<file path="src/design/lps_pkg.sv">
// Shared types and constants of the line pixel stepper
package lps_pkg;

	localparam int COORD_BITS_DEF = 10;
	localparam int MAX_COORD_BITS = 16;
	localparam int FIELD_BITS     = 10;

	typedef enum logic {
		OP_LOAD = 1'b0,
		OP_STEP = 1'b1
	} op_t;

	typedef struct packed {
		op_t                   op;
		logic [FIELD_BITS-1:0] start_x;
		logic [FIELD_BITS-1:0] start_y;
		logic [FIELD_BITS-1:0] end_x;
		logic [FIELD_BITS-1:0] end_y;
	} cmd_item_t;

	typedef struct packed {
		logic [FIELD_BITS-1:0] pixel_x;
		logic [FIELD_BITS-1:0] pixel_y;
		logic                  pixel_valid;
		logic                  last_pixel;
	} res_item_t;

endpackage

</file>
<file path="src/design/lps_in_stage.sv">
// Input register of the line pixel stepper
module lps_in_stage (
	input  logic              clk,
	input  logic              arst_n,
	input  logic              cmd_valid,
	input  lps_pkg::cmd_item_t cmd,
	output logic              cmd_stall,
	input  logic              out_ready,
	output logic              fire,
	output lps_pkg::cmd_item_t item_s1
);

	logic valid_s1;

	// item in s1 moves on when the result register can take it
	assign fire      = valid_s1 && out_ready;
	assign cmd_stall = valid_s1 && !out_ready;

	always_ff @(posedge clk or negedge arst_n) begin
		if (!arst_n) begin
			valid_s1 <= 1'b0;
		end else if (!cmd_stall) begin
			valid_s1 <= cmd_valid;
		end
	end

	always_ff @(posedge clk) begin
		if (cmd_valid && !cmd_stall) begin
			item_s1 <= cmd;
		end
	end

endmodule

</file>
<file path="src/design/lps_core.sv">
// Line state and Bresenham step logic
module lps_core #(
	parameter int COORD_BITS = lps_pkg::COORD_BITS_DEF
) (
	input  logic               clk,
	input  logic               arst_n,
	input  logic               fire,
	input  lps_pkg::cmd_item_t item_s1,
	output lps_pkg::res_item_t res_next
);

	localparam int CB = COORD_BITS;
	localparam int DW = COORD_BITS + 3;
	localparam int MW = lps_pkg::MAX_COORD_BITS;
	localparam int FB = lps_pkg::FIELD_BITS;

	// line state
	logic [CB-1:0]        cur_col_q, cur_row_q, final_col_q, final_row_q;
	logic [CB-1:0]        adc_q, adr_q;
	logic signed [DW-1:0] dterm_q;
	logic                 steep_q, col_dec_q, active_q;

	logic [CB-1:0]        cur_col_d, cur_row_d, final_col_d, final_row_d;
	logic [CB-1:0]        adc_d, adr_d;
	logic signed [DW-1:0] dterm_d;
	logic                 steep_d, col_dec_d, active_d;

	// endpoints cut to COORD_BITS
	logic [MW-1:0] w_sx, w_sy, w_ex, w_ey;
	logic [CB-1:0] sx, sy, ex, ey;
	logic          swap;
	logic [CB-1:0] ox1, oy1, ox2, oy2;
	logic          ld_col_dec, ld_steep;
	logic [CB-1:0] ld_adc, ld_adr;
	logic signed [DW-1:0] ld_two_adc, ld_two_adr, ld_dterm;

	// step terms
	logic signed [DW-1:0] st_two_adc, st_two_adr;
	logic [CB-1:0]        col_stepped, row_stepped;
	logic                 dterm_neg;

	assign w_sx = MW'(item_s1.start_x);
	assign w_sy = MW'(item_s1.start_y);
	assign w_ex = MW'(item_s1.end_x);
	assign w_ey = MW'(item_s1.end_y);
	assign sx   = w_sx[CB-1:0];
	assign sy   = w_sy[CB-1:0];
	assign ex   = w_ex[CB-1:0];
	assign ey   = w_ey[CB-1:0];

	// order so the row ascends; equal rows keep the given order
	assign swap = sy > ey;
	assign ox1  = swap ? ex : sx;
	assign oy1  = swap ? ey : sy;
	assign ox2  = swap ? sx : ex;
	assign oy2  = swap ? sy : ey;

	assign ld_col_dec = ox2 < ox1;
	assign ld_adc     = ld_col_dec ? (ox1 - ox2) : (ox2 - ox1);
	assign ld_adr     = oy2 - oy1;
	assign ld_steep   = ld_adr > ld_adc;
	assign ld_two_adc = DW'({ld_adc, 1'b0});
	assign ld_two_adr = DW'({ld_adr, 1'b0});
	assign ld_dterm   = ld_steep ? (ld_two_adc - DW'(ld_adr)) : (ld_two_adr - DW'(ld_adc));

	assign st_two_adc  = DW'({adc_q, 1'b0});
	assign st_two_adr  = DW'({adr_q, 1'b0});
	assign col_stepped = col_dec_q ? (cur_col_q - CB'(1)) : (cur_col_q + CB'(1));
	assign row_stepped = cur_row_q + CB'(1);
	assign dterm_neg   = dterm_q[DW-1];

	always_comb begin
		cur_col_d   = cur_col_q;
		cur_row_d   = cur_row_q;
		final_col_d = final_col_q;
		final_row_d = final_row_q;
		adc_d       = adc_q;
		adr_d       = adr_q;
		dterm_d     = dterm_q;
		steep_d     = steep_q;
		col_dec_d   = col_dec_q;
		active_d    = active_q;
		res_next    = '0;

		unique case (item_s1.op)
			lps_pkg::OP_LOAD: begin
				cur_col_d   = ox1;
				cur_row_d   = oy1;
				final_col_d = ox2;
				final_row_d = oy2;
				adc_d       = ld_adc;
				adr_d       = ld_adr;
				dterm_d     = ld_dterm;
				steep_d     = ld_steep;
				col_dec_d   = ld_col_dec;
				active_d    = !(ox1 == ox2 && oy1 == oy2);
			end
			lps_pkg::OP_STEP: begin
				if (active_q) begin
					if (!steep_q) begin
						cur_col_d = col_stepped;
						if (dterm_neg) begin
							dterm_d = dterm_q + st_two_adr;
						end else begin
							cur_row_d = row_stepped;
							dterm_d   = dterm_q + st_two_adr - st_two_adc;
						end
					end else begin
						cur_row_d = row_stepped;
						if (dterm_neg) begin
							dterm_d = dterm_q + st_two_adc;
						end else begin
							cur_col_d = col_stepped;
							dterm_d   = dterm_q + st_two_adc - st_two_adr;
						end
					end
					active_d = !(cur_col_d == final_col_q && cur_row_d == final_row_q);
				end
			end
			default: begin
			end
		endcase

		// idle step gives an all-zero result
		if (item_s1.op == lps_pkg::OP_LOAD || active_q) begin
			res_next.pixel_x     = FB'(cur_col_d);
			res_next.pixel_y     = FB'(cur_row_d);
			res_next.pixel_valid = 1'b1;
			res_next.last_pixel  = !active_d;
		end
	end

	always_ff @(posedge clk or negedge arst_n) begin
		if (!arst_n) begin
			cur_col_q   <= '0;
			cur_row_q   <= '0;
			final_col_q <= '0;
			final_row_q <= '0;
			adc_q       <= '0;
			adr_q       <= '0;
			dterm_q     <= '0;
			steep_q     <= 1'b0;
			col_dec_q   <= 1'b0;
			active_q    <= 1'b0;
		end else if (fire) begin
			cur_col_q   <= cur_col_d;
			cur_row_q   <= cur_row_d;
			final_col_q <= final_col_d;
			final_row_q <= final_row_d;
			adc_q       <= adc_d;
			adr_q       <= adr_d;
			dterm_q     <= dterm_d;
			steep_q     <= steep_d;
			col_dec_q   <= col_dec_d;
			active_q    <= active_d;
		end
	end

endmodule

</file>
<file path="src/design/lps_out_stage.sv">
// Result register of the line pixel stepper
module lps_out_stage (
	input  logic               clk,
	input  logic               arst_n,
	input  logic               load,
	input  lps_pkg::res_item_t res_next,
	output logic               out_ready,
	output logic               res_valid,
	input  logic               res_stall,
	output lps_pkg::res_item_t res
);

	logic               valid_q;
	lps_pkg::res_item_t res_q;

	assign out_ready = !valid_q || !res_stall;
	assign res_valid = valid_q;
	assign res       = res_q;

	always_ff @(posedge clk or negedge arst_n) begin
		if (!arst_n) begin
			valid_q <= 1'b0;
		end else if (out_ready) begin
			valid_q <= load;
		end
	end

	always_ff @(posedge clk) begin
		if (load) begin
			res_q <= res_next;
		end
	end

endmodule

</file>
<file path="src/design/line_pixel_stepper_unit.sv">
// An accepted cmd passes through the input register, then the result register, before res can be
// accepted; res_valid rises as the item leaves s1, which a held result can delay.
// Throughput: one item per cycle while the result is not held; every item, load or step,
// yields exactly one result; the rate is set by the decision-term update in lps_core feeding the result register.
// A load yields the lower-row endpoint (start on equal rows); each step the next pixel, last_pixel marks the end.
// Reset (arst_n low, asynchronous): both stages empty, line idle, all line state zero.
module line_pixel_stepper_unit #(
	parameter int COORD_BITS = lps_pkg::COORD_BITS_DEF
) (
	input  logic               clk,
	input  logic               arst_n,
	input  logic               cmd_valid,
	output logic               cmd_stall,
	input  lps_pkg::cmd_item_t cmd,
	output logic               res_valid,
	input  logic               res_stall,
	output lps_pkg::res_item_t res
);

	// s1 holds the accepted item; it moves into the result register and
	// updates the line state in the same edge, so the next item sees it.
	logic               out_ready;
	logic               fire;
	lps_pkg::cmd_item_t item_s1;
	lps_pkg::res_item_t res_next;

	// input register; stalls only while s1 is full and the result is held
	lps_in_stage u_in (
		.clk       (clk),
		.arst_n    (arst_n),
		.cmd_valid (cmd_valid),
		.cmd       (cmd),
		.cmd_stall (cmd_stall),
		.out_ready (out_ready),
		.fire      (fire),
		.item_s1   (item_s1)
	);

	// endpoint ordering, axis choice and one Bresenham step
	lps_core #(
		.COORD_BITS (COORD_BITS)
	) u_core (
		.clk      (clk),
		.arst_n   (arst_n),
		.fire     (fire),
		.item_s1  (item_s1),
		.res_next (res_next)
	);

	// result register; takes a new pixel whenever empty or being drained
	lps_out_stage u_out (
		.clk       (clk),
		.arst_n    (arst_n),
		.load      (fire),
		.res_next  (res_next),
		.out_ready (out_ready),
		.res_valid (res_valid),
		.res_stall (res_stall),
		.res       (res)
	);

endmodule

</file>
<file path="config.mk">
export PLATFORM = sky130hd
export DESIGN_NAME = line_pixel_stepper_unit
export DESIGN_NICKNAME = d
export VERILOG_FILES = /design/src/design/lps_pkg.sv /design/src/design/lps_in_stage.sv /design/src/design/lps_core.sv /design/src/design/lps_out_stage.sv /design/src/design/line_pixel_stepper_unit.sv
export SDC_FILE = /design/constraint.sdc
export NUM_CORES = 1
export LEC_CHECK = 0
export BUFFER_PORTS_ARGS = -buffer_cell sky130_fd_sc_hd__buf_2
export CAP_MARGIN = 20
export CORE_MARGIN = 2
export CORE_UTILIZATION = 63
export CTS_CLUSTER_DIAMETER = 80
export DETAILED_ROUTE_END_ITERATION = 8
export HOLD_SLACK_MARGIN = 0.02
export PLACE_DENSITY_LB_ADDON = 0.3
export SYNTH_ARGS = -nofsm -noshare
export SYNTH_HDL_FRONTEND = slang
export SYNTH_SLANG_ARGS = --single-unit
</file>
<file path="constraint.sdc">
create_clock -name clk -period 9.1 [get_ports clk]
set_input_delay 0.91 -clock clk [delete_from_list [all_inputs] [get_ports clk]]
set_output_delay 0.91 -clock clk [all_outputs]
set_load 0.02 [all_outputs]
</file>
# After elaboration in Yosys (flattened, before gate mapping)
# Cells that the tools add are included.
totals:
  ff_bits: 141
  out_inout_bits: 24
  elab_cells: 85
op_classes:
  addsub: 12
  n_lt_le_gt_ge: 3
  eq_ne: 5
  muxes: 27
  bitwise: 1
  n_reduce_logical: 16
op_table:
  columns: ["operator", "n"]
  rows:
  - ["2-to-1 mux 10 bit", 16]
  - ["2-to-1 mux 13 bit", 5]
  - ["== test 10 bit", 4]
  - ["case mux 10 bit (2 select lines)", 2]
  - ["subtractor 10 bit", 3]
  - ["adder 13 x 12 -> 13 bit", 2]
  - ["case mux 13 bit (2 select lines)", 1]
  - ["subtractor 13 x 12 -> 13 bit", 2]
  - ["subtractor 11 x 10 -> 12 bit", 2]
  - ["adder 10 x 1 -> 10 bit, second input constant", 2]
  - ["> comparator 10 bit", 2]
  - ["< comparator 10 bit", 1]
  - ["subtractor 10 x 1 -> 10 bit, second input constant", 1]
  - ["zero test 1 bit", 7]
  - ["logical AND 1 bit", 5]
  - ["AND reduction 2 bit", 2]
  - ["logical OR 1 bit", 2]
  - ["2-to-1 mux 2 bit", 1]
  - ["inequality test 2 x 1 -> 1 bit, second input constant", 1]
  - ["case mux 1 bit (2 select lines)", 1]
  - ["2-to-1 mux 1 bit", 1]
  - ["inverter 1 bit", 1]

# Logic depth before layout (Yosys ltp)
depth:
  ltp_word: 13
  ltp_mapped: 30

# By module
# Synthesis repeated with hierarchy kept, for this count alone.
hier_totals:
  cells_unflattened: 1292
  area_unflattened_um2: 11278.3
by_module_without_submodules:
  columns: ["mod", "instances", "cells_each", "area_per_inst_um2", "seq_area_each_um2"]
  rows:
  - ["lps_core", 1, 1220, 9286.4, 1876.8]
  - ["lps_in_stage", 1, 47, 1295.0, 1256.2]
  - ["lps_out_stage", 1, 25, 696.9, 685.7]

# Worst setup path before layout
# Ideal clock, no wire load.
synth_path:
  kind: "reg-to-reg"
  start: "register u_in.item_s1[3] (netlist name)"
  end: "register u_core.dterm_q[10]"
  t_arrival_ns: 6.259
  required_ns: 8.996
  path_slack_ns: 2.737
  stages_incl_launch_ff: 28
  n_path_buf: 1
  synth_period_minus_slack_ns: 6.363
  path_cell_list: "edfxtp_1 -> inv_1 -> ha_1 -> a21o_1 -> a21o_1 -> a2111o_1 -> buf_2 -> a211oi_1 -> a21oi_1 -> ha_1 -> a31o_2 -> o21a_1 -> nor4_4 -> xnor2_1 -> a2bb2oi_1 -> o221a_2 -> a41oi_1 -> nand3_1 -> xnor2_1 -> ha_1 -> nor2b_1 -> o21ai_0 -> nand2b_1 -> a21o_1 -> a22oi_2 -> nand2_1 -> or4_1 -> o311ai_1"
synth_via:
  elab_chain_cells: 7
  word_cells_on_any_way: 15
  classes_between: "5 x add/sub; 3 x order compare; 7 x mux"
synth_lines:
  columns: ["element", "line", "rtl"]
  rows:
  - ["> comparator 10 bit", "lps_core.sv:52", "assign swap = sy > ey;"]
  - ["2-to-1 mux 10 bit, on equally long branches", "lps_core.sv:55, lps_core.sv:53", null]
  - ["subtractor 10 bit / < comparator 10 bit (equally long branches)", "lps_core.sv:59, lps_core.sv:58", null]
  - ["2-to-1 mux 10 bit", "lps_core.sv:59", "assign ld_adc = ld_col_dec ? (ox1 - ox2) : (ox2 - ox1);"]
  - ["subtractor 11 x 10 -> 12 bit / > comparator 10 bit (equally long branches)", "lps_core.sv:64, lps_core.sv:61", null]
  - ["2-to-1 mux 13 bit *", "lps_core.sv:64", "assign ld_dterm = ld_steep ? (ld_two_adc - DW'(ld_adr)) : (ld_two_adr - DW'(ld_adc));"]
  - ["case mux 13 bit (2 select lines) *", "lps_core.sv:85", "unique case (item_s1.op)"]
  - ["end signal: assignment", "lps_core.sv:152", "dterm_q <= dterm_d;"]
  - ["end: declaration", "lps_core.sv:20", "logic signed [DW-1:0] dterm_q;"]
# Mark *: on every way between the ends. The rest lies on a longest branch, timed or not.
# A chain may end at the register's enable or synchronous reset.

# Worst setup path after layout
layout_path:
  start: "register u_in.item_s1[3] (netlist name)"
  end: "register u_core.dterm_q[10]"
layout_via:
  elab_chain_cells: 7
  word_cells_on_any_way: 15
  classes_between: "5 x add/sub; 3 x order compare; 7 x mux"
layout_lines:
  columns: ["element", "line"]
  rows:
  - ["> comparator 10 bit", "lps_core.sv:52"]
  - ["2-to-1 mux 10 bit, on equally long branches", "lps_core.sv:55, lps_core.sv:53"]
  - ["subtractor 10 bit / < comparator 10 bit (equally long branches)", "lps_core.sv:59, lps_core.sv:58"]
  - ["2-to-1 mux 10 bit", "lps_core.sv:59"]
  - ["subtractor 11 x 10 -> 12 bit / > comparator 10 bit (equally long branches)", "lps_core.sv:64, lps_core.sv:61"]
  - ["2-to-1 mux 13 bit *", "lps_core.sv:64"]
  - ["case mux 13 bit (2 select lines) *", "lps_core.sv:85"]
# Marks and branches as above.

==> implementation parameters <==
Parameter                              Value

Outcome
  Result of the run ... finished, violations left
  Violations in the final reports ... design-rule violations

STA
  Minimum clock period ... approximately 7400 ps
  Final setup skew ... 9.188 ps
  Setup repair after global routing missed its margin ... false
  Worst-case hold slack ... 294.3 ps
  Final total negative setup slack ... 0 ps
  Slew HR ... 27.65%
  Final slew viol count ... 0
  Final hold violations ... 0
  Fin crit share ... approximately four fifths
  Achievable Freq ... 134.9 MHz
  Slew at the pin closest to its max-slew limit ... 1083 ps
  Count of final setup violators ... 0

Place
  Post-detailed-placement cell area ... roughly 12000 µm²
  Count of port buffers added during placement ... 68
  Gp weighted congestion ... roughly 0.96
  Detail Placement HPWL ... 23020 µm

CTS
  Count of buffers added by post-CTS timing repair for setup ... 0
  Number of buffers inserted during clock tree synthesis ... 17
  Root buffer cell ... sky130_fd_sc_hd__clkbuf_16
  Quantity of gates resized following cts ... 0
  Clock tree from TritonCTS ... built
  Deepest clock path buffer count ... 2
  Deepest level of the CTS H-tree ... 4
  Clock latency at the later pin of the worst-skew pair ... 440 ps
  TritonCTS Sinks ... 140
  Clock-pin transition on the worst setup and hold timing paths ... 60 ps
  CTS Hold Buffers Added ... 0

Floorplan
  Area of the die ... 19220 µm²
  Number of primary I/O pins ... 69
  Initial Util ... between 60% and 70%
  Core area ... between 15000 and 20000 µm²
  X dimension of the die ... 138.6 µm
  Floorplan die height ... around 140 µm
  Row count ... ~50

Global routing
  Global-route wire length before repair ... 49670 µm
  Via count of the first global-routing pass ... 9407
  Largest net degree at the start of global routing ... 78
  Antenna violations before repair ... 0
  Aggregate global-route resource usage ... 32.48%
  GR Overflow Total ... 0

Logic synthesis
  Fraction of registers with async set or reset after synthesis ... a little under three fifths
  Synthesis-stage register bit count ... between 100 and 150
  Post-synthesis instance total ... 1303
  Synthesized net count ... 1443
  Count of yosys warnings during synthesis ... 0
  Register area share after synthesis ... approximately a third
  Syn_area_per_cell ... ~9 µm²
  Count of cell types in the netlist ... 83
  Area of the mapped netlist ... 11420 µm²
  Post-synth EDFFs ... between 60 and 70
  Synth Flop Type ... sky130_fd_sc_hd__dfrtp_1

Pwr
  Static leakage ... 5.494 nW
  Worst ir drop on vdd ... 304.4 µV
  Pwr dens ... 390.5 nW/µm²

Routing
  Total wirelength of the detailed-routed design ... 31170 µm
  Initial drt markers ... between 1000 and 1500
  DR DRC count ... 2
  Remaining number of nets flagged by the antenna check after routing ... 0
  Vias per Instance ... around 6.4
  Routed length per placed instance ... 19.65 µm
  DR pass1 iterations ... 9
  Vias ... 10100

Final layout
  P&R area growth vs syn ... 9.533%
  Fraction of layout instances using a drive strength above 1 ... 10.39%
  Fin nets ... between 1000 and 1500
  Antenna diodes ... 0
  Most common cell after layout, fill and taps aside ... sky130_fd_sc_hd__nand2_1
  Commonest non-fill, non-tap cells in the layout ... sky130_fd_sc_hd__nand2_1 (150), sky130_fd_sc_hd__nor2_1 (97), sky130_fd_sc_hd__inv_1 (94)
  Final Cell Area ... 12510 µm²

Critical path
  Crit path max fanout ... 16
  Required time worst endpoint ... 9430 ps
  Critical setup path kind ... flip-flop to flip-flop
  CP startpoint kind ... flip-flop
  Endpoint type of the worst setup path ... flip-flop
  Endpoint arrival time on the critical path ... 7740 ps

Job
  Max Cap Violations ... 0

Worst hold path
  Hold/Removal Path Class ... primary input to asynchronous set/reset pin
stage by stage:
step | power (mW) | utilization [%] | setup WS [ps] | std cells
6_report | 4.884 | 69.86 | 1687 | 1586
2_1_floorplan | 3.473 | - | 2737 | 1303
3_5_place_dp | 4.144 | 66.58 | 1797 | 1553
5_1_grt | 5.272 | 69.86 | 1279 | 1586
4_1_cts | 4.843 | 69.71 | 1769 | 1585
3_3_place_gp | 4.043 | 66.58 | 2001 | 1553
worst max-delay path, cell delays in order, from the launching register on:
cell	delay (ps)
sky130_fd_sc_hd__edfxtp_1	420
sky130_fd_sc_hd__inv_1	90
sky130_fd_sc_hd__ha_1	380
sky130_fd_sc_hd__a21o_1	190
sky130_fd_sc_hd__a21o_1	200
sky130_fd_sc_hd__a2111o_1	650
sky130_fd_sc_hd__a211oi_1	390
sky130_fd_sc_hd__a21oi_1	110
sky130_fd_sc_hd__ha_1	220
sky130_fd_sc_hd__a31o_2	240
sky130_fd_sc_hd__o21a_1	210
sky130_fd_sc_hd__nor4_4	300
sky130_fd_sc_hd__xnor2_1	330
sky130_fd_sc_hd__a2bb2oi_1	230
sky130_fd_sc_hd__o221a_2	320
sky130_fd_sc_hd__a41oi_1	330
sky130_fd_sc_hd__nand3_1	180
sky130_fd_sc_hd__xnor2_1	320
sky130_fd_sc_hd__ha_1	300
sky130_fd_sc_hd__nor2b_1	130
sky130_fd_sc_hd__o21ai_0	140
sky130_fd_sc_hd__nand2b_1	70
sky130_fd_sc_hd__a21o_1	180
sky130_fd_sc_hd__a22oi_2	370
sky130_fd_sc_hd__buf_4	270
sky130_fd_sc_hd__nand2_1	100
sky130_fd_sc_hd__or4_1	550
sky130_fd_sc_hd__o311ai_1	80
routing by layer:
metal	part of all wire (%)	global-route usage (%)
met4	2.6	9.942
met1	44	47.92
met5	0	0
met2	43	48.33
met3	9.5	7.044
logic make-up after synthesis:
family / count (synthesis) / share of synthesized area [%]
flip-flops: 140 / 33.44
buffers and inverters: 152 / 5.051
AND/OR/NAND/NOR: 389 / 15.79
multiplexers: 34 / 4.098
AO/OA/AOI/OAI: 365 / 20.75
adder cells (fa/ha/maj): 104 / 11.67
XOR/XNOR: 119 / 9.194
power by group:
group	internal, mW	total, mW	switching (mW)
clock network	0.384	0.672	0.289
registers	0.830	1.02	0.191
logic	1.42	3.19	1.77
state kept, by name, indices dropped and copies added, names as in the netlist:
register	count
u_in.valid_s1	1
u_core.dterm_q	12
u_core.steep_q	1
u_in.item_s1	41
u_core.cur_col_q	10
u_out.res_valid	1
u_core.adr_q	10
u_core.active_q	1
u_core.final_col_q	10
u_core.col_dec_q	1
u_out.res	22
u_core.final_row_q	10
u_core.cur_row_q	10
u_core.adc_q	10
cells in the mapped netlist, drive strengths merged, types with 7 or more instances:
cell	n	area, µm²
a21o	26	195.2
nor4	9	71.32
a22o	12	105.1
nand3	18	90.09
o21ai	88	440.4
nor3	20	100.1
nor2b	19	118.9
and2	10	62.56
o21bai	15	112.6
a31oi	28	175.2
o22ai	15	93.84
fa	7	140.1
a21boi	7	52.55
nand2b	21	131.4
a21oi	89	449.2
nand2	151	566.8
xor2	40	357.8
o21a	7	52.55
nor2	99	374.1
mux4	10	225.2
ha	88	1101
edfxtp	63	1892
clkbuf	44	165.2
maj3	9	91.34
a211oi	12	95.09
o31ai	10	80.07
xnor2	79	691.9
inv	94	352.8
buf	13	55.05
mux2i	22	220.2
nand4	19	118.9
o211ai	8	60.06
dfrtp	77	1927
path summary, 6_finish.rpt:
| kind | from | to | slack (ps) | cells after the start |
|---|---|---|---|---|
| max in group asynchronous | arst_n | u_core.cur_col_q[6] | 8210 | 2 |
| min in group clk | u_in.valid_s1 | u_out.res_valid | 500 | 1 |
| max | u_in.item_s1[3] | u_core.dterm_q[10] | 1690 | 27 |
| min reg2reg | u_in.valid_s1 | u_out.res_valid | 500 | 1 |
| max reg2reg | u_in.item_s1[3] | u_core.dterm_q[10] | 1690 | 27 |
| min | arst_n | u_core.adr_q[1] | 290 | 1 |
final cells by class:
cell class | count | area, µm²
Multi-Input combinational cell | 1011 | 7039
Fill cell | 1402 | 5395
Sequential cell | 140 | 3819
Timing Repair Buffer | 79 | 445.4
Clock buffer | 19 | 442.9
Inverter | 95 | 356.6
Tap cell | 229 | 286.5
Clock inverter | 13 | 117.6
(Power assumes the default switching activity.)
